`src/hdl/affine_point_transform_defines.svh`:
```
// assertion macros for the affine point transform block
// used by the queue module, compiled out when SYNTH is defined
`ifndef AFFINE_POINT_TRANSFORM_DEFINES_SVH
`define AFFINE_POINT_TRANSFORM_DEFINES_SVH
`ifndef SYNTH
`define APT_ASSERT_SAME(label, clk, rst_n, ante, cons) \
  label: assert property (@(posedge clk) disable iff (!rst_n) (ante) |-> (cons)) \
    else $error("apt assertion failed");
`define APT_ASSERT_NEXT(label, clk, rst_n, ante, cons) \
  label: assert property (@(posedge clk) disable iff (!rst_n) (ante) |=> (cons)) \
    else $error("apt assertion failed");
`else
`define APT_ASSERT_SAME(label, clk, rst_n, ante, cons)
`define APT_ASSERT_NEXT(label, clk, rst_n, ante, cons)
`endif
`endif

```
`src/hdl/apt_pkg.sv`:
```
// shared types and constants for the affine point transform block
// no dependencies
package apt_pkg;

  localparam int WORD_W    = 32;
  localparam int IDX_W     = 4;
  localparam int NUM_ELEMS = 12;
  localparam int NUM_ROWS  = 3;
  localparam int ROW_LEN   = 4;
  localparam int IN_DATA_W  = 136;
  localparam int OUT_DATA_W = 96;

  localparam logic [WORD_W-1:0] SAT_MAX = 32'h7fff_ffff;
  localparam logic [WORD_W-1:0] SAT_MIN = 32'h8000_0000;

  typedef enum logic [1:0] {
    OP_WRITE = 2'd0,
    OP_XFORM = 2'd1,
    OP_IDENT = 2'd2,
    OP_NONE  = 2'd3
  } op_t;

  // a carries the element value for writes, x for transforms
  typedef struct packed {
    op_t               op;
    logic [IDX_W-1:0]  idx;
    logic [WORD_W-1:0] a;
    logic [WORD_W-1:0] b;
    logic [WORD_W-1:0] c;
  } entry_t;

endpackage

```
`src/hdl/apt_queue.sv`:
```
// short fifo between front and back
// depends on apt_pkg and affine_point_transform_defines.svh
`include "affine_point_transform_defines.svh"
module apt_queue
  import apt_pkg::*;
#(
  parameter int DEPTH = 4
) (
  input  logic   clk,
  input  logic   rst_n,
  input  logic   push_i,
  input  entry_t entry_i,
  input  logic   pop_i,
  output entry_t head_o,
  output logic   full_o,
  output logic   empty_o
);

  localparam int PTR_W = (DEPTH > 1) ? $clog2(DEPTH) : 1;
  localparam int CNT_W = $clog2(DEPTH + 1);
  localparam logic [PTR_W-1:0] PTR_LAST = PTR_W'(DEPTH - 1);

  entry_t             mem_r [DEPTH];
  logic [PTR_W-1:0]   wr_ptr_r, wr_ptr_nxt;
  logic [PTR_W-1:0]   rd_ptr_r, rd_ptr_nxt;
  logic [CNT_W-1:0]   count_r, count_nxt;

  assign full_o  = (count_r == CNT_W'(DEPTH));
  assign empty_o = (count_r == '0);
  assign head_o  = mem_r[rd_ptr_r];

  always_comb begin
    wr_ptr_nxt = wr_ptr_r;
    rd_ptr_nxt = rd_ptr_r;
    if (push_i) begin
      wr_ptr_nxt = (wr_ptr_r == PTR_LAST) ? '0 : wr_ptr_r + 1'b1;
    end
    if (pop_i) begin
      rd_ptr_nxt = (rd_ptr_r == PTR_LAST) ? '0 : rd_ptr_r + 1'b1;
    end
    count_nxt  = count_r;
    if (push_i && !pop_i) begin
      count_nxt = count_r + 1'b1;
    end else if (pop_i && !push_i) begin
      count_nxt = count_r - 1'b1;
    end
  end

  always_ff @(posedge clk) begin
    if (!rst_n) begin
      wr_ptr_r <= '0;
      rd_ptr_r <= '0;
      count_r  <= '0;
    end else begin
      wr_ptr_r <= wr_ptr_nxt;
      rd_ptr_r <= rd_ptr_nxt;
      count_r  <= count_nxt;
    end
  end

  always_ff @(posedge clk) begin
    if (push_i) begin
      mem_r[wr_ptr_r] <= entry_i;
    end
  end

  `APT_ASSERT_SAME(a_no_pop_empty, clk, rst_n, pop_i, count_r != '0)
  `APT_ASSERT_SAME(a_no_push_full, clk, rst_n, push_i && !pop_i, count_r != CNT_W'(DEPTH))
  `APT_ASSERT_NEXT(a_count_up, clk, rst_n, push_i && !pop_i, count_r == CNT_W'($past(count_r) + 1'b1))

endmodule

```
`config.mk`:
```
export PLATFORM = sky130hd
export DESIGN_NAME = apt_queue
export DESIGN_NICKNAME = d
export VERILOG_FILES = /design/src/hdl/apt_pkg.sv /design/src/hdl/apt_queue.sv
export VERILOG_INCLUDE_DIRS = /design/src /design/src/hdl
export SDC_FILE = /design/constraint.sdc
export NUM_CORES = 1
export LEC_CHECK = 0
export BUFFER_PORTS_ARGS = -buffer_cell sky130_fd_sc_hd__buf_2
export CORE_MARGIN = 2
export CORE_UTILIZATION = 45
export DETAILED_ROUTE_END_ITERATION = 8
export SETUP_SLACK_MARGIN = 0.1
export SYNTH_ARGS = -nofsm -noshare
export SYNTH_HDL_FRONTEND = slang
export SYNTH_SLANG_ARGS = --single-unit
```
`constraint.sdc`:
```
create_clock -name clk -period 9.8 [get_ports clk]
set_clock_uncertainty 0.15 [all_clocks]
set_input_delay 0.98 -clock clk [delete_from_list [all_inputs] [get_ports clk]]
set_output_delay 0.98 -clock clk [all_outputs]
set_load 0.01 [all_outputs]
```
* Word level (Yosys, flattened, before mapping) *
Memories as Yosys holds them, arrays and structs flattened. A register that Yosys moved wholly into a read port is not among the register bits.
Cells that the tools add are included.

word-level totals
  register bits = 7
  memory bits (writable) = 408
  bits of input ports = 106
  output and inout port bits = 104
  word-level logic and storage cells = 25
  memories kept = 1

memory list
  memory  words  width  read ports  clocked after memory_dff  write ports  RTL line         RTL
  mem_r   4      102    1           1                         1            apt_queue.sv:23  entry_t mem_r [DEPTH];

cells by class
  add/subtract/negate cells = 4
  equal/unequal tests = 3
  muxes and demuxes = 8
  reductions and logical operators = 6

operators with widths
  cell                                                                number
  2-bit two-way mux                                                   4
  3-bit two-way mux                                                   2
  2-bit by 1-bit adder with 2-bit output, second input constant       2
  2-bit == test, second input constant                                2
  3-bit by 1-bit adder with 3-bit output, second input constant       1
  3-bit == test, second input constant                                1
  3-bit zero test                                                     1
  3-bit by 1-bit subtractor with 3-bit output, second input constant  1
  1-bit logical AND                                                   2
  1-bit zero test                                                     2
  1-bit two-way mux                                                   2
  2-bit nonzero test                                                  1

* Logic depth before layout (Yosys ltp) *
  word-level depth = 4
  mapped depth = 7
  gate-level depth less buffers = 7

* Least setup slack after synthesis *
Ideal clock, no wire load.

  kind = input to register
  start = in push_i
  end = mem mem_r[0][0] in the netlist's numbering (enable)
  library setup time = 0.472 ns
  arrival time = 3.333 ns
  data required time = 9.178 ns
  path slack = 5.844 ns
  cell stages on the path = 1
  cells stage by stage = and2_1

on the way
  longest elaborated chain between the ends = 2

RTL lines
  item                                     RTL line         RTL
  from (decl)                              apt_queue.sv:11  input logic push_i,
  1-bit two-way mux                        apt_queue.sv:62  if (push_i) begin
  1-bit two-way mux (implied by the code)  apt_queue.sv:63  mem_r[wr_ptr_r] <= entry_i;
  to (decl)                                apt_queue.sv:23

Every way passes these cells.

==> run_summary.xml <==
<?xml version="1.0" encoding="UTF-8"?>
<metrics>
  <group name="sta">
    <metric name="setup-tns-final" unit="ps">0</metric>
    <metric name="slew_headroom" unit="">0.225</metric>
    <metric name="setup_viol_count_final" unit="">0</metric>
    <metric name="final_critical_path_setup_slack" unit="ps">5780</metric>
    <metric name="post-route-min-period" unit="ps">4020</metric>
    <metric name="report.final.slew_viol_count" unit="">0</metric>
    <metric name="layout_worst_path_cycle_share" unit="">0.410</metric>
    <metric name="finalHoldViolations" unit="">0</metric>
    <metric name="grt_setup_unrepaired" unit="">false</metric>
    <metric name="fmax" unit="MHz">249</metric>
    <metric name="timing_worst_slew_pin_value" unit="ps">1160</metric>
  </group>
  <group name="clock_network">
    <metric name="tritoncts_clock_tree" unit="">yes</metric>
    <metric name="max-clock-path-buffers" unit="">3</metric>
    <metric name="clk-insertion-delay-late" unit="ps">520</metric>
    <metric name="cts-htree-levels" unit="">2</metric>
    <metric name="clkSinkCount" unit="">417</metric>
    <metric name="cts_made_buffers" unit="">43</metric>
    <metric name="post-cts-setup-buffer-count" unit="">0</metric>
    <metric name="root_buffer" unit="">sky130_fd_sc_hd__clkbuf_16</metric>
    <metric name="path_clk_slew" unit="ps">50</metric>
    <metric name="cts_hold_buf" unit="">0</metric>
    <metric name="cts_repair_resizes" unit="">0</metric>
  </group>
  <group name="run">
    <metric name="drv_cap" unit="">0</metric>
  </group>
  <group name="routing">
    <metric name="detail_route.wl_per_cell" unit="µm">21.5</metric>
    <metric name="avgViaCountPerCell" unit="">5.26</metric>
    <metric name="drtAntennaViolNets" unit="">0</metric>
    <metric name="drtPass1Iterations" unit="">5</metric>
    <metric name="finalWirelength" unit="µm">27800</metric>
    <metric name="remaining_drc_errors" unit="">0</metric>
    <metric name="routed-via-count" unit="">6818</metric>
    <metric name="initial_drc_count" unit="">387</metric>
  </group>
  <group name="synthesis">
    <metric name="async_flop_share" unit="">0</metric>
    <metric name="netlist_top_cells_area" unit="">sky130_fd_sc_hd__edfxtp_1, sky130_fd_sc_hd__mux4_2, sky130_fd_sc_hd__dfxtp_1</metric>
    <metric name="syn_inst" unit="">576</metric>
    <metric name="netlist_area" unit="µm²">15200</metric>
    <metric name="synthDistinctLibCells" unit="">21</metric>
    <metric name="synth_warnings" unit="">0</metric>
    <metric name="syn_area_per_cell" unit="µm²">26.3</metric>
    <metric name="synth.ff_latch_count" unit="">417</metric>
    <metric name="yosys.area_share.adder" unit="">0.00627</metric>
    <metric name="synth_simple_gate_area_frac" unit="">0.00594</metric>
    <metric name="xor_and_xnor_fraction_of_the_mapped_netlist_area" unit="">0.00115</metric>
    <metric name="yosys.area.top_type" unit="">sky130_fd_sc_hd__edfxtp_1</metric>
    <metric name="syn_nets" unit="">689</metric>
    <metric name="ys_dominant_reg_cell" unit="">sky130_fd_sc_hd__edfxtp_1</metric>
    <metric name="synth_mux_area_frac" unit="">0.154</metric>
    <metric name="synth-seq-area-share" unit="">0.820</metric>
    <metric name="synth_top_area_share" unit="">0.808</metric>
    <metric name="synth_compound_gate_area_share" unit="">0.00132</metric>
    <metric name="main_combinational_cell_family_by_area_after_synthesis" unit="">multiplexers</metric>
    <metric name="number_of_enable_type_register_cells_in_the_synthesized_netlist" unit="">408</metric>
  </group>
  <group name="place">
    <metric name="finalWeightedCongestion" unit="">0.678</metric>
    <metric name="place_inst" unit="">1218</metric>
    <metric name="numPortBuffers" unit="">209</metric>
    <metric name="dp_hpwl" unit="µm">16100</metric>
    <metric name="placement.setup.worst_slack" unit="ps">6190</metric>
  </group>
  <group name="worst_setup_path">
    <metric name="timing_worst_setup_path_type" unit="">register to output pin</metric>
    <metric name="end_kind" unit="">output pin</metric>
    <metric name="worstPathMaxFanout" unit="">46</metric>
    <metric name="timing.critical_path.required" unit="ps">8670</metric>
    <metric name="worstRegToRegCells" unit="">4</metric>
    <metric name="worst-endpoint-arrival" unit="ps">2890</metric>
    <metric name="timing.rr.end" unit="">mem_r[1][91]</metric>
    <metric name="crit-reg2reg-launch" unit="">wr_ptr_r[1]</metric>
    <metric name="timing.critical_path.to" unit="">head_o[34]</metric>
    <metric name="timing.reg2reg.setup_slack" unit="ps">7160</metric>
    <metric name="timing.critical_path.from_type" unit="">register</metric>
  </group>
  <group name="power_and_ir_drop">
    <metric name="p_sw" unit="mW">0.814</metric>
    <metric name="leakagePower" unit="nW">6.06</metric>
    <metric name="power" unit="mW">3.99</metric>
    <metric name="power_frac_comb" unit="">0.079</metric>
    <metric name="power.share.switching" unit="">0.204</metric>
    <metric name="p_int" unit="mW">3.18</metric>
    <metric name="ir_drop" unit="mV">0.134</metric>
    <metric name="pwr-share-seq" unit="">0.519</metric>
    <metric name="clockPowerShare" unit="">0.402</metric>
    <metric name="power_density" unit="nW/µm²">221</metric>
  </group>
  <group name="die">
    <metric name="die_area" unit="µm²">35200</metric>
    <metric name="fp.coreArea" unit="µm²">33400</metric>
    <metric name="pin_count" unit="">210</metric>
    <metric name="die_width" unit="µm">188</metric>
    <metric name="initial_core_util" unit="">0.455</metric>
    <metric name="row_count" unit="">67</metric>
    <metric name="die_height" unit="µm">188</metric>
  </group>
  <group name="global_routing">
    <metric name="grt_util_all_layers" unit="">0.160</metric>
    <metric name="grt_first_pass_wirelength" unit="µm">42900</metric>
    <metric name="vias_in_the_first_global_route" unit="">7576</metric>
    <metric name="antenna_violations_before_repair" unit="">7</metric>
    <metric name="globalRoute.totalOverflow" unit="">0</metric>
    <metric name="grt_start_max_net_pins" unit="">77</metric>
  </group>
  <group name="layout">
    <metric name="nets" unit="">928</metric>
    <metric name="final_non_filler_cells" unit="">1297</metric>
    <metric name="area_growth_syn_to_layout" unit="%">19.3</metric>
    <metric name="final_core_util" unit="">0.542</metric>
    <metric name="drive_gt1_frac" unit="">0.446</metric>
  </group>
  <group name="min_path">
    <metric name="hold_path_class" unit="">register to register</metric>
    <metric name="holdPathStages" unit="">2</metric>
  </group>
  <group name="run_status">
    <metric name="run_status" unit="">completed</metric>
  </group>
</metrics>
metrics by stage:
stage	area (µm²)	hold WS, ps
global placement	16700	337
finish	18100	367
CTS	18100	376
floorplan	15200	322
detailed placement	16700	368
global route	18100	427
how the worst min path moves through the flow:
stage / start / end / slack (ps)
5_1_grt: count_r[2] / count_r[2] / 430
4_1_cts: count_r[2] / count_r[2] / 380
2_1_floorplan: count_r[2] / count_r[2] / 320
3_5_place_dp: count_r[2] / count_r[2] / 370
6_report: count_r[2] / count_r[2] / 370
3_3_place_gp: count_r[2] / count_r[2] / 340
metal layers:
metal  up-vias  track usage  part of all wire
li1       2969            -                 -
met1      3602        0.200              0.40
met2       185        0.267              0.49
met3        56       0.0554             0.079
met4         6       0.0457             0.024
met5         -            0            0.0015
kinds of logic after synthesis:
group                    count (synthesis)
XOR/XNOR                                 2
adder cells (fa/ha/maj)                  7
buffers and inverters                   26
AND/OR/NAND/NOR                         15
flip-flops                             417
multiplexers                           106
AO/OA/AOI/OAI                            3
cell usage after synthesis (2+ instances only):
cell / number
sky130_fd_sc_hd__mux2i_1: 4
sky130_fd_sc_hd__and2_1: 5
sky130_fd_sc_hd__nor3_1: 2
sky130_fd_sc_hd__buf_2: 10
sky130_fd_sc_hd__clkbuf_1: 3
sky130_fd_sc_hd__dfxtp_1: 9
sky130_fd_sc_hd__buf_6: 9
sky130_fd_sc_hd__nor2b_1: 5
sky130_fd_sc_hd__edfxtp_1: 408
sky130_fd_sc_hd__ha_1: 6
sky130_fd_sc_hd__inv_1: 4
sky130_fd_sc_hd__mux4_2: 102
flip-flops by register name, summed over array words and instances, names as in the netlist, named ones only:
register,count
count_r,3
mem_r,408
rd_ptr_r,2
wr_ptr_r,2
final cells by class:
cell class	instances	area, µm²
fill	2590	15300
sequential	417	12400
multi-input combinational	133	2570
clock buffer	55	1160
timing repair buffer	216	1100
tap	448	561
clock inverter	20	239
inverter	4	15.0
antenna	4	10.0
power by group through the flow:
stage | registers (mW) | logic [mW] | clock network, mW
3_3_place_gp | 2.10 | 0.316 | 0
5_1_grt | 2.08 | 0.342 | 1.72
4_1_cts | 2.07 | 0.324 | 1.65
6_report | 2.07 | 0.315 | 1.61
3_5_place_dp | 2.11 | 0.322 | 0
2_1_floorplan | 2.10 | 0.193 | 0
cell usage in the layout, fill, tap and decap left out, drive strengths merged, types with 2 or more instances in the layout:
master  netlist  final
nor2b         5      5
and2          5      5
inv           4      5
clkbuf        3     55
mux4        102    102
bufinv        0      6
diode         0      4
buf          19    216
dfxtp         9      9
clkinv        0     13
nor3          2      2
edfxtp      408    408
ha            6      6
mux2i         4      4
critical path, stage by stage (launching register included):
cell and delay, ps:
sky130_fd_sc_hd__dfxtp_4 700, sky130_fd_sc_hd__buf_4 790, sky130_fd_sc_hd__mux4_2 640, sky130_fd_sc_hd__buf_2 160
No activity file was read; power rests on OpenSTA's default activity.
