### src/hdl/affine_point_transform_defines.svh
// assertion macros for the affine point transform block
// used by the queue module, compiled out when SYNTH is defined
`ifndef AFFINE_POINT_TRANSFORM_DEFINES_SVH
`define AFFINE_POINT_TRANSFORM_DEFINES_SVH
`ifndef SYNTH
`define APT_ASSERT_SAME(label, clk, rst_n, ante, cons) \
  label: assert property (@(posedge clk) disable iff (!rst_n) (ante) |-> (cons)) \
    else $error("apt assertion failed");
`define APT_ASSERT_NEXT(label, clk, rst_n, ante, cons) \
  label: assert property (@(posedge clk) disable iff (!rst_n) (ante) |=> (cons)) \
    else $error("apt assertion failed");
`else
`define APT_ASSERT_SAME(label, clk, rst_n, ante, cons)
`define APT_ASSERT_NEXT(label, clk, rst_n, ante, cons)
`endif
`endif

### src/hdl/apt_pkg.sv
// shared types and constants for the affine point transform block
// no dependencies
package apt_pkg;

  localparam int WORD_W    = 32;
  localparam int IDX_W     = 4;
  localparam int NUM_ELEMS = 12;
  localparam int NUM_ROWS  = 3;
  localparam int ROW_LEN   = 4;
  localparam int IN_DATA_W  = 136;
  localparam int OUT_DATA_W = 96;

  localparam logic [WORD_W-1:0] SAT_MAX = 32'h7fff_ffff;
  localparam logic [WORD_W-1:0] SAT_MIN = 32'h8000_0000;

  typedef enum logic [1:0] {
    OP_WRITE = 2'd0,
    OP_XFORM = 2'd1,
    OP_IDENT = 2'd2,
    OP_NONE  = 2'd3
  } op_t;

  // a carries the element value for writes, x for transforms
  typedef struct packed {
    op_t               op;
    logic [IDX_W-1:0]  idx;
    logic [WORD_W-1:0] a;
    logic [WORD_W-1:0] b;
    logic [WORD_W-1:0] c;
  } entry_t;

endpackage

### src/hdl/apt_front.sv
// input side: accepts items, drops ignored ones, builds queue entries
// depends on apt_pkg
module apt_front
  import apt_pkg::*;
(
  input  logic                  in_tvalid,
  output logic                  in_tready,
  input  logic [1:0]            in_opcode,
  input  logic [IDX_W-1:0]      in_index,
  input  logic [WORD_W-1:0]     in_value,
  input  logic [WORD_W-1:0]     in_x,
  input  logic [WORD_W-1:0]     in_y,
  input  logic [WORD_W-1:0]     in_z,
  input  logic                  q_full_i,
  output logic                  push_o,
  output entry_t                entry_o
);

  op_t  op;
  logic keep;

  always_comb begin
    op = op_t'(in_opcode);
    case (op)
      OP_WRITE: keep = (in_index < IDX_W'(NUM_ELEMS));
      OP_XFORM: keep = 1'b1;
      OP_IDENT: keep = 1'b1;
      default:  keep = 1'b0;
    endcase
  end

  assign in_tready = !q_full_i;
  assign push_o    = in_tvalid && !q_full_i && keep;

  always_comb begin
    entry_o.op  = op;
    entry_o.idx = in_index;
    entry_o.a   = (op == OP_WRITE) ? in_value : in_x;
    entry_o.b   = in_y;
    entry_o.c   = in_z;
  end

endmodule

### config.mk
export PLATFORM = sky130hd
export DESIGN_NAME = apt_front
export DESIGN_NICKNAME = d
export VERILOG_FILES = /design/src/hdl/affine_point_transform_defines.svh /design/src/hdl/apt_pkg.sv /design/src/hdl/apt_front.sv
export SDC_FILE = /design/constraint.sdc
export NUM_CORES = 1
export LEC_CHECK = 0
export ABC_AREA = 1
export BUFFER_PORTS_ARGS = -buffer_cell sky130_fd_sc_hd__buf_2
export CAP_MARGIN = 10
export CORE_AREA = 2 2 93 95
export DETAILED_ROUTE_END_ITERATION = 10
export DIE_AREA = 0 0 95 97
export MAX_ROUTING_LAYER = met4
export SLEW_MARGIN = 20
export SYNTH_ARGS = -nofsm -noshare
export SYNTH_HDL_FRONTEND = slang
export SYNTH_SLANG_ARGS = --single-unit
### constraint.sdc
create_clock -name vclk -period 1.5
set_input_delay 0.075 -clock vclk [all_inputs]
set_output_delay 0.075 -clock vclk [all_outputs]
set_load 0.01 [all_outputs]
# Word-level counts from Yosys, hierarchy flattened
# Index checks and enable logic that the tools add are counted.
# totals
ff_bits	0
output_inout_bits	104
in_bits	136
# classes
n_eq_ne	2
n_mux	2
order_cmp	1
reduce_logical	5
# ops
cell	n
32-bit two-way mux	1
4-bit less-than comparator (second input constant)	1
2-bit by 1-bit equality test with 1-bit output (second input constant)	1
2-bit equality test (second input constant)	1
1-bit logical AND	2
2-bit logical NOT	1
1-bit case mux with 2 select lines	1
2-bit OR reduction	1
1-bit logical NOT	1

# Longest topological paths before layout
# Gate-level depths: netlist (run 1).
# logic_depth
word_depth	4
mapped_depth	6

# Least setup slack after synthesis (run 1)
# OpenSTA, ideal clock, no wires.
# synth_timing
kind	input to output
startpoint	input in_opcode[0]
endpoint	output entry_o[93] (netlist bit)
n_path_buf	1
arrival_ns	0.783
path_slack_ns	0.642
path_stages	4
cell_sequence	inv_1 -> ha_1 -> buf_4 -> o21ai_0
# synth_rtl
item	line_no	rtl
from (decl)	apt_front.sv:8	input logic [1:0] in_opcode,
to (decl)	apt_front.sv:16	output entry_t entry_o

# Worst setup path in the final report (run 1)
# layout_timing
startpoint	input in_opcode[0]
endpoint	output push_o
# layout_between
elab_chain_len	4
elab_cells_between_ends	6
# layout_lines
item	line_no	rtl
2-bit equality test or 2-bit by 1-bit equality test with 1-bit output (tied branches)	apt_front.sv:24	case (op)
2-bit OR reduction (no line)	--	
1-bit case mux with 2 select lines *	apt_front.sv:24	
1-bit logical AND *	apt_front.sv:33	assign push_o = in_tvalid && !q_full_i && keep;
to (decl)	apt_front.sv:15	output logic push_o,
# Every way passes the cells marked *; elsewhere a longest branch is shown, timed or not.

==> results of run 1 <==
-- cells in the mapped netlist --
cell                      number  share of area (%)
sky130_fd_sc_hd__o21ai_2      27                 20
sky130_fd_sc_hd__buf_4        71                 45
sky130_fd_sc_hd__buf_8         3                3.8
sky130_fd_sc_hd__ha_1          2                2.1
sky130_fd_sc_hd__nor2_1        1               0.32
sky130_fd_sc_hd__nand2_1      35                 11
sky130_fd_sc_hd__o21ai_0       5                2.1
sky130_fd_sc_hd__buf_6         3                2.9
sky130_fd_sc_hd__inv_1        36                 12
sky130_fd_sc_hd__a21oi_1       1               0.43
-- worst max-delay path: cells and delay by family --
family | cells | cell delay (ns)
adder cells (fa/ha/maj) | 1 | 0.23
AO/OA/AOI/OAI | 1 | 0.11
AND/OR/NAND/NOR | 1 | 0.08
buffers and inverters | 4 | 0.52
-- per-layer routing --
metal  part of all wire, %  GRT usage (%)
met1                    29           4.71
met2                    49           10.6
met3                    14           2.10
met4                   7.9           3.79
met5                     0              -
-- placed cells by master, fill, tap and decap left out --
cell type / n
sky130_fd_sc_hd__a21oi_1: 1
sky130_fd_sc_hd__buf_12: 2
sky130_fd_sc_hd__buf_2: 108
sky130_fd_sc_hd__ha_1: 1
sky130_fd_sc_hd__ha_2: 1
sky130_fd_sc_hd__inv_1: 36
sky130_fd_sc_hd__nand2_1: 35
sky130_fd_sc_hd__nor2_1: 1
sky130_fd_sc_hd__o21ai_0: 5
sky130_fd_sc_hd__o21ai_2: 27
-- path summary, 6_finish.rpt --
check / from / to / cells after the start / slack, ns
min: in_z[21] / entry_o[21] / 0 / 0.15
max: in_opcode[0] / push_o / 7 / 0.41
-- logic make-up after synthesis --
family	Yosys count
AOI/OAI and AO/OA	33
adders and majority gates	2
buffers and inverters	113
and+or+nand+nor	36
-- layout make-up --
cell class                 count  area share (%)
tap                          105            10.3
timing repair buffer         110            45.5
inverter                      36            10.6
multi-input combinational     71            33.6
-- where the power goes --
group	internal [mW]	switching, mW
clock network	0	0
registers	0	0
logic	0.176	0.174
total	0.176	0.174
==> out/summary.txt, run 1 <==
Period utilization -> 72.6%
Critical path required time -> 1.42 ns
Fraction of the core area covered by cells at the end of the flow -> 15.7%
Largest stage delay on the critical path -> 0.23 ns
CP Max Fanout -> 37
Number of flip-flops and latches -> 0
Ys Warns -> 0
Initial standard-cell utilization of the core -> 14.4%
DRC violation total after the first TritonRoute iteration -> 2
Area fraction in and, or, nand and nor cells after synthesis -> 11.5%
Die area -> 9220 um^2
Overall routed net length -> 2.84 mm
Worst hold slack -> 0.150 ns
Worst hold-check path type -> primary input to output pin
Total Power Consumption -> 350 uW
Reg area -> 0 um^2
Final worst setup slack -> 0.411 ns
Adder and majority gate portion of the synthesized area -> 2.13%
Number of non-filler instances in the completed layout -> 322
Dominant combinational cell family by area after synthesis -> buffers and inverters
Row count -> 33
Min Tclk post-route -> 1.09 ns
Vias in the first global route -> 1030
Fraction of the mapped netlist area in compound gates -> 22.7%
Global routing usage summed across all routing layers -> 5.80%
Die Y -> 97 um
Total overflow reported by the global router -> 0
Count of hold buffers inserted by post-cts repair -> 0
Placeable core region -> 8130 um^2
Number of antenna violations at the first check in global routing -> 0
Count of antenna diodes in the layout -> 0
Number of endpoints failing setup at the final stage -> 0
Largest net degree at the start of global routing -> 38
Data arrival time of the critical path -> 1.01 ns
Critical path launch point type -> primary input
Multi-input gate area -> 429 um^2
Detailed-route wire length per cell -> 8.82 um
Total number of nets in the final design -> 357
Gp weighted congestion -> 0.731
Via density -> 3.43
Cell Count Post-Placement -> 322
Average cell area after synthesis -> 6.38 um^2
Maximum VDD drop -> 0.140 mV
Post-placement worst setup slack -> 0.396 ns
Post-CTS Setup Inserts -> 0
First-pass GRT wire length -> 4.38 mm
Count of mapped cells out of synthesis -> 184
Sequential share of the synthesized area -> 0%
Number of endpoints with negative hold slack in the final report -> 0
Number of cells upsized or downsized after cts -> 0
FMAX -> 918 MHz
Nets in the synthesized netlist -> 322
Worst Setup Path Type -> primary input to output pin
Max-cap check violation count -> 0
Syn-to-layout area delta -> 8.74%
Sum of negative setup slack -> 0 ns
Slowest-stage cell, CP -> sky130_fd_sc_hd__ha_2
P per Cell Area -> 275 nW/um^2
Kind of capture point of the worst setup path -> output pin
Transition time of the tightest slew-check pin -> 0.183 ns
PortBufs -> 108
Filler Cell Count -> 941
Residual DRC -> 0
Count of different cell masters after synthesis -> 10
Worst slew margin -> 87.8%
Cell with the most instances on the worst path -> sky130_fd_sc_hd__buf_2
Combined area of all synthesized cells -> 1170 um^2
Fraction of final layout cells sized beyond drive strength 1 -> 63.6%
Setup repair after global routing missed its margin -> no
Non-Filler Cell Area, Final -> 1280 um^2
Io pins -> 240
Dpl cell area -> 1280 um^2
Layout clock buffers -> 0
Cell leakage power -> 0.786 nW
Horizontal die dimension -> 95 um
Cells traversed along the worst timing path -> buf_2 > inv_1 > ha_2 > buf_12 > nand2_1 > a21oi_1 > buf_2
Detailed-route via count -> 1104
Xor/xnor share of the synthesized area -> 0%
DRT antenna net count -> 0
First-pass iteration count of the detailed router -> 2
DP HPWL -> 2.58 mm
Fraction of synthesized area in multiplexers -> 0%
Number of max-slew violations in the final report -> 0
Run status -> complete, no violations
Power figures use the tool's default switching activity.
==> run 2: changes to the inputs <==
ABC_AREA = 0   (was 1)
CORE_AREA = 2 2 94 96   (was 2 2 93 95)
DIE_AREA = 0 0 96 98   (was 0 0 95 97)
clock period = 1.1 ns   (was 1.5 ns; I/O delays follow)
==> run 2 against run 1 <==
Against the previous run:
- the run now ends with setup timing left
- combinational power is 71% higher
- clock-buffer cell count stayed put
- core utilization is 1.4 points higher
- sequential cell count stayed put
- final area is 13% higher
- worst hold slack worse by 0.040 ns
- largest cell class unchanged
==> out/summary.txt, run 2 <==
Run status -> finished with violations
Violated checks -> setup timing
Sequential share of the synthesized area -> 0%
Largest stage delay on the critical path -> 0.29 ns
Detailed-route wire length per cell -> 11.4 um
Total number of nets in the final design -> 295
Horizontal die dimension -> 96 um
Setup repair after global routing missed its margin -> yes
Detailed-route via count -> 872
Reg area -> 0 um^2
Gp weighted congestion -> 0.626
Initial standard-cell utilization of the core -> 13.3%
Worst hold-check path type -> primary input to output pin
Io pins -> 240
CP Max Fanout -> 5
FMAX -> 887 MHz
Number of non-filler instances in the completed layout -> 263
Number of max-slew violations in the final report -> 0
DRC violation total after the first TritonRoute iteration -> 1
DP HPWL -> 2.62 mm
Count of different cell masters after synthesis -> 10
Row count -> 34
Biggest area contributors in the synthesized netlist -> sky130_fd_sc_hd__buf_4 (47%), sky130_fd_sc_hd__mux2_4 (40%), sky130_fd_sc_hd__buf_12 (5.3%)
Ys Warns -> 0
Share of the synthesized area in the top cell type -> 46.6%
Number of endpoints with negative hold slack in the final report -> 0
Die Y -> 98 um
Most frequent standard cell in the layout excluding fill and tap cells -> sky130_fd_sc_hd__buf_2
Die area -> 9410 um^2
First-pass GRT wire length -> 3.73 mm
Kind of capture point of the worst setup path -> output pin
Critical path launch point type -> primary input
Placeable core region -> 8470 um^2
Commonest cells in the synthesized netlist -> sky130_fd_sc_hd__buf_4 (70), sky130_fd_sc_hd__mux2_4 (30), sky130_fd_sc_hd__buf_12 (3), sky130_fd_sc_hd__inv_1 (3)
Count of antenna diodes in the layout -> 0
Slowest-stage cell, CP -> sky130_fd_sc_hd__mux2_4
Maximum VDD drop -> 0.0682 mV
Nets in the synthesized netlist -> 252
Non-Filler Cell Area, Final -> 1440 um^2
Leading cell type by number of instances after synthesis -> sky130_fd_sc_hd__buf_4
Number of endpoints failing setup at the final stage -> 6
Count of mapped cells out of synthesis -> 114
Number of flip-flops and latches -> 0
Data arrival time of the critical path -> 1.07 ns
Average cell area after synthesis -> 9.89 um^2
Worst slew margin -> 87.7%
Max-cap check violation count -> 0
Post-synthesis cell type with the largest combined area -> sky130_fd_sc_hd__buf_4
PortBufs -> 108
Syn-to-layout area delta -> 28.1%
Worst Setup Path Type -> primary input to output pin
Sum of negative setup slack -> -0.160 ns
Residual DRC -> 0
Combined area of all synthesized cells -> 1130 um^2
Commonest cells after routing, fill and taps aside -> sky130_fd_sc_hd__buf_2 (89), sky130_fd_sc_hd__mux2_4 (30), sky130_fd_sc_hd__buf_6 (20)
P per Cell Area -> 414 nW/um^2
Vias in the first global route -> 821
Fraction of the core area covered by cells at the end of the flow -> 17.1%
Cell leakage power -> 0.799 nW
Critical path required time -> 1.04 ns
Total overflow reported by the global router -> 0
Worst hold slack -> 0.110 ns
Via density -> 3.32
Overall routed net length -> 2.99 mm
Number of antenna violations at the first check in global routing -> 0
Largest net degree at the start of global routing -> 16
Period utilization -> 102%
Layout clock buffers -> 0
DRT antenna net count -> 0
Dpl cell area -> 1260 um^2
Fraction of final layout cells sized beyond drive strength 1 -> 96.8%
Post-placement worst setup slack -> -0.0918 ns
Cells traversed along the worst timing path -> buf_6 > inv_2 > ha_4 > bufbuf_16 > mux2_4 > buf_2
Min Tclk post-route -> 1.13 ns
First-pass iteration count of the detailed router -> 3
Total Power Consumption -> 598 uW
Cell Count Post-Placement -> 260
Global routing usage summed across all routing layers -> 5.11%
Filler Cell Count -> 935
Final worst setup slack -> -0.0274 ns
Transition time of the tightest slew-check pin -> 0.183 ns
-- run 2: cell types whose count changed after synthesis, sizes merged --
| cell | before | now |
|---|---|---|
| a21boi | 0 | 1 |
| a21oi | 1 | 0 |
| buf | 77 | 74 |
| inv | 36 | 3 |
| mux2 | 0 | 32 |
| nand2 | 35 | 0 |
| o211a | 0 | 1 |
| o21ai | 32 | 0 |
-- run 2: layout make-up --
type                            instances  area (um^2)  share of cell area (%)
Multi-Input combinational cell         37          532                    36.8
Tap cell                              108          135                    9.36
Timing Repair Buffer                  115          766                    53.0
Inverter                                3         11.3                   0.780
-- run 2: logic make-up after synthesis --
family | synth area share, %
compound gates | 1.55
buf+inv | 53.9
simple gates | 0.333
mux | 42.0
fa+ha+maj | 2.22
-- run 2: power by group --
group	leakage, nW	internal (mW)	switching [mW]
combinational	0.799	0.394	0.205
sequential	0	0	0
clock	0	0	0
-- run 2: repair_timing --
item,CTS,global route
setup endpoints to repair,32,26
gates cloned,2,0
setup buffers,2,0
hold buffers,0,0
resized for setup,18,6
pin swaps,1,1
hold endpoints to repair,0,0
-- run 2: final timing paths --
kind	startpoint	end	slack, ns	cells after the start
hold / removal	in_z[15]	entry_o[15]	0.11	0
setup / recovery	in_opcode[0]	entry_o[86]	-0.03	6
-- run 2: worst max-delay path: cells and delay by family --
kind / cells / cell delay (ns)
buf+inv: 4 / 0.57
mux: 1 / 0.29
fa+ha+maj: 1 / 0.17
-- run 2: per-layer routing --
| layer | wire length (um) | global-route usage [%] |
|---|---|---|
| met1 | 901 | 4.19 |
| met5 | 0 | - |
| met3 | 560 | 1.39 |
| met4 | 251 | 4.40 |
| met2 | 1270 | 9.08 |
==> run 3: changes to the inputs <==
RECOVER_POWER = 50   (was default)
SETUP_SLACK_MARGIN = 0.1   (was default)
==> run 3 against run 2 <==
Against the previous run:
- the flow still finishes with violations (setup timing)
- combinational power up 20%
- core utilization grew 2.6 points
- worst hold slack unchanged
- setup slack improved by 0.012 ns
- die area unchanged
- global-route usage increased by 0.48 points
- cell count increased by 1.5%
- via count rose by 3.3%
- final area up 15%
- non-clock buffer count is 4 higher
- total power rose by 20%
==> out/summary.txt, run 3 (same netlist as run 2, synthesis figures left out) <==
Period utilization -> 101%
Met3 Track Usage GR -> 1.31%
Met2 usage -> 10.1%
Switching share of total power -> 32.6%
Fraction of final layout cells sized beyond drive strength 1 -> 97.5%
Reg area -> 0 um^2
Initial standard-cell utilization of the core -> 13.3%
Start point of the critical path -> in_opcode[1]
Worst slew margin -> 92.5%
Total number of nets in the final design -> 299
Die area -> 9410 um^2
Max-cap check violation count -> 0
PortBufs -> 108
Number of antenna violations at the first check in global routing -> 0
Detailed-route via count -> 901
Placeable core region -> 8470 um^2
Count of hold buffers inserted by post-cts repair -> 0
Number of endpoints failing setup at the final stage -> 19
Commonest cells after routing, fill and taps aside -> sky130_fd_sc_hd__buf_2 (73), sky130_fd_sc_hd__buf_6 (35), sky130_fd_sc_hd__mux2_4 (32)
DRC violation total after the first TritonRoute iteration -> 3
Detailed-route wire length per cell -> 12.2 um
Cell leakage power -> 0.881 nW
Min Tclk post-route -> 1.12 ns
Hold path startpoint -> in_z[15]
Via density -> 3.37
Worst Setup Path Type -> primary input to output pin
Violated checks -> setup timing
Residual DRC -> 0
Horizontal die dimension -> 96 um
Fraction of the core area covered by cells at the end of the flow -> 19.6%
Total overflow reported by the global router -> 0
CP Max Fanout -> 8
Met1 usage -> 4.80%
Power share of the clock group -> 0%
Count of antenna diodes in the layout -> 0
Largest net degree at the start of global routing -> 9
Gp weighted congestion -> 0.626
Internal -> 484 uW
Global routing usage summed across all routing layers -> 5.59%
First-pass iteration count of the detailed router -> 4
Cell Count Post-Placement -> 260
Final worst setup slack -> -0.0153 ns
Dpl cell area -> 1260 um^2
Syn-to-layout area delta -> 47.4%
Setup repair after global routing missed its margin -> yes
Overall routed net length -> 3.26 mm
Layout clock buffers -> 0
Worst hold-check path type -> primary input to output pin
Layer carrying the most global-route usage -> met2
Kind of capture point of the worst setup path -> output pin
Data arrival time of the critical path -> 1.06 ns
NetSw -> 234 uW
Die Y -> 98 um
DRT antenna net count -> 0
Gate power share -> 100.0%
Row count -> 34
Number of max-slew violations in the final report -> 0
FMAX -> 897 MHz
Number of flip-flops and latches -> 0
Number of non-filler instances in the completed layout -> 267
P per Cell Area -> 432 nW/um^2
Vias in the first global route -> 866
Sequential cell fraction of total power -> 0%
Most frequent standard cell in the layout excluding fill and tap cells -> sky130_fd_sc_hd__buf_2
Non-Filler Cell Area, Final -> 1660 um^2
DP HPWL -> 2.62 mm
Run status -> finished with violations
Transition time of the tightest slew-check pin -> 0.112 ns
Maximum VDD drop -> 0.0700 mV
Io pins -> 240
First-pass GRT wire length -> 4.09 mm
Number of endpoints with negative hold slack in the final report -> 0
Filler Cell Count -> 897
Critical path required time -> 1.04 ns
Critical path launch point type -> primary input
## run 3: cell count changes in the layout (fill, tap and decap cells not counted), sizes merged
cell    before  now
buf        114  119
bufbuf       1    0
## run 3: path summary, 6_finish.rpt
| path | to | slack, ns | cells after the start |
|---|---|---|---|
| max | entry_o[78] | -0.02 | 7 |
| min | entry_o[15] | 0.11 | 0 |
## run 3: power by group through the flow
stage	logic, mW	registers (mW)	clock network [mW]
floorplan	0.536	0	0
global placement	0.500	0	0
detailed placement	0.507	0	0
CTS	0.720	0	0
global route	0.769	0	0
finish	0.717	0	0
## run 3: per-stage QoR
stage | setup TNS [ns] | power [mW] | hold slack (ns) | setup WS, ns
final | -0.171 | 0.717 | 0.110 | -0.0153
after global routing | -1.08 | 0.769 | 0.110 | -0.0545
after CTS | -0.0964 | 0.720 | 0.110 | -0.0116
after detailed placement | -1.84 | 0.507 | 0.110 | -0.0918
after global placement | -1.06 | 0.500 | 0.110 | -0.0669
after floorplan | 0 | 0.536 | 0.154 | 0.193
## run 3: critical path, stage by stage
cell                     delay [ns]
sky130_fd_sc_hd__buf_8         0.10
sky130_fd_sc_hd__inv_4         0.05
sky130_fd_sc_hd__ha_4          0.18
sky130_fd_sc_hd__buf_6         0.12
sky130_fd_sc_hd__buf_16        0.13
sky130_fd_sc_hd__mux2_4        0.30
sky130_fd_sc_hd__buf_6         0.12
## run 3: layer usage
metal  vias up  wire, um  part of all wire [%]
met5         -         0                     0
met4         0       251                   7.7
met3        26       562                    17
met2        93      1480                    45
met1       389       967                    30
li1        393         -                     -
## run 3: layout make-up
class                      instances  area [um^2]  area share (%)
inverter                           3         16.3           0.979
multi-input combinational         37          543            32.7
tap                              108          135            8.13
timing repair buffer             119          967            58.2
## run 3: timing repair
| action | in CTS | in global routing |
|---|---|---|
| gates cloned | 3 | 0 |
| pin swaps | 1 | 0 |
| resized for setup | 51 | 1 |
| setup endpoints to repair | 33 | 33 |
| setup buffers | 4 | 0 |
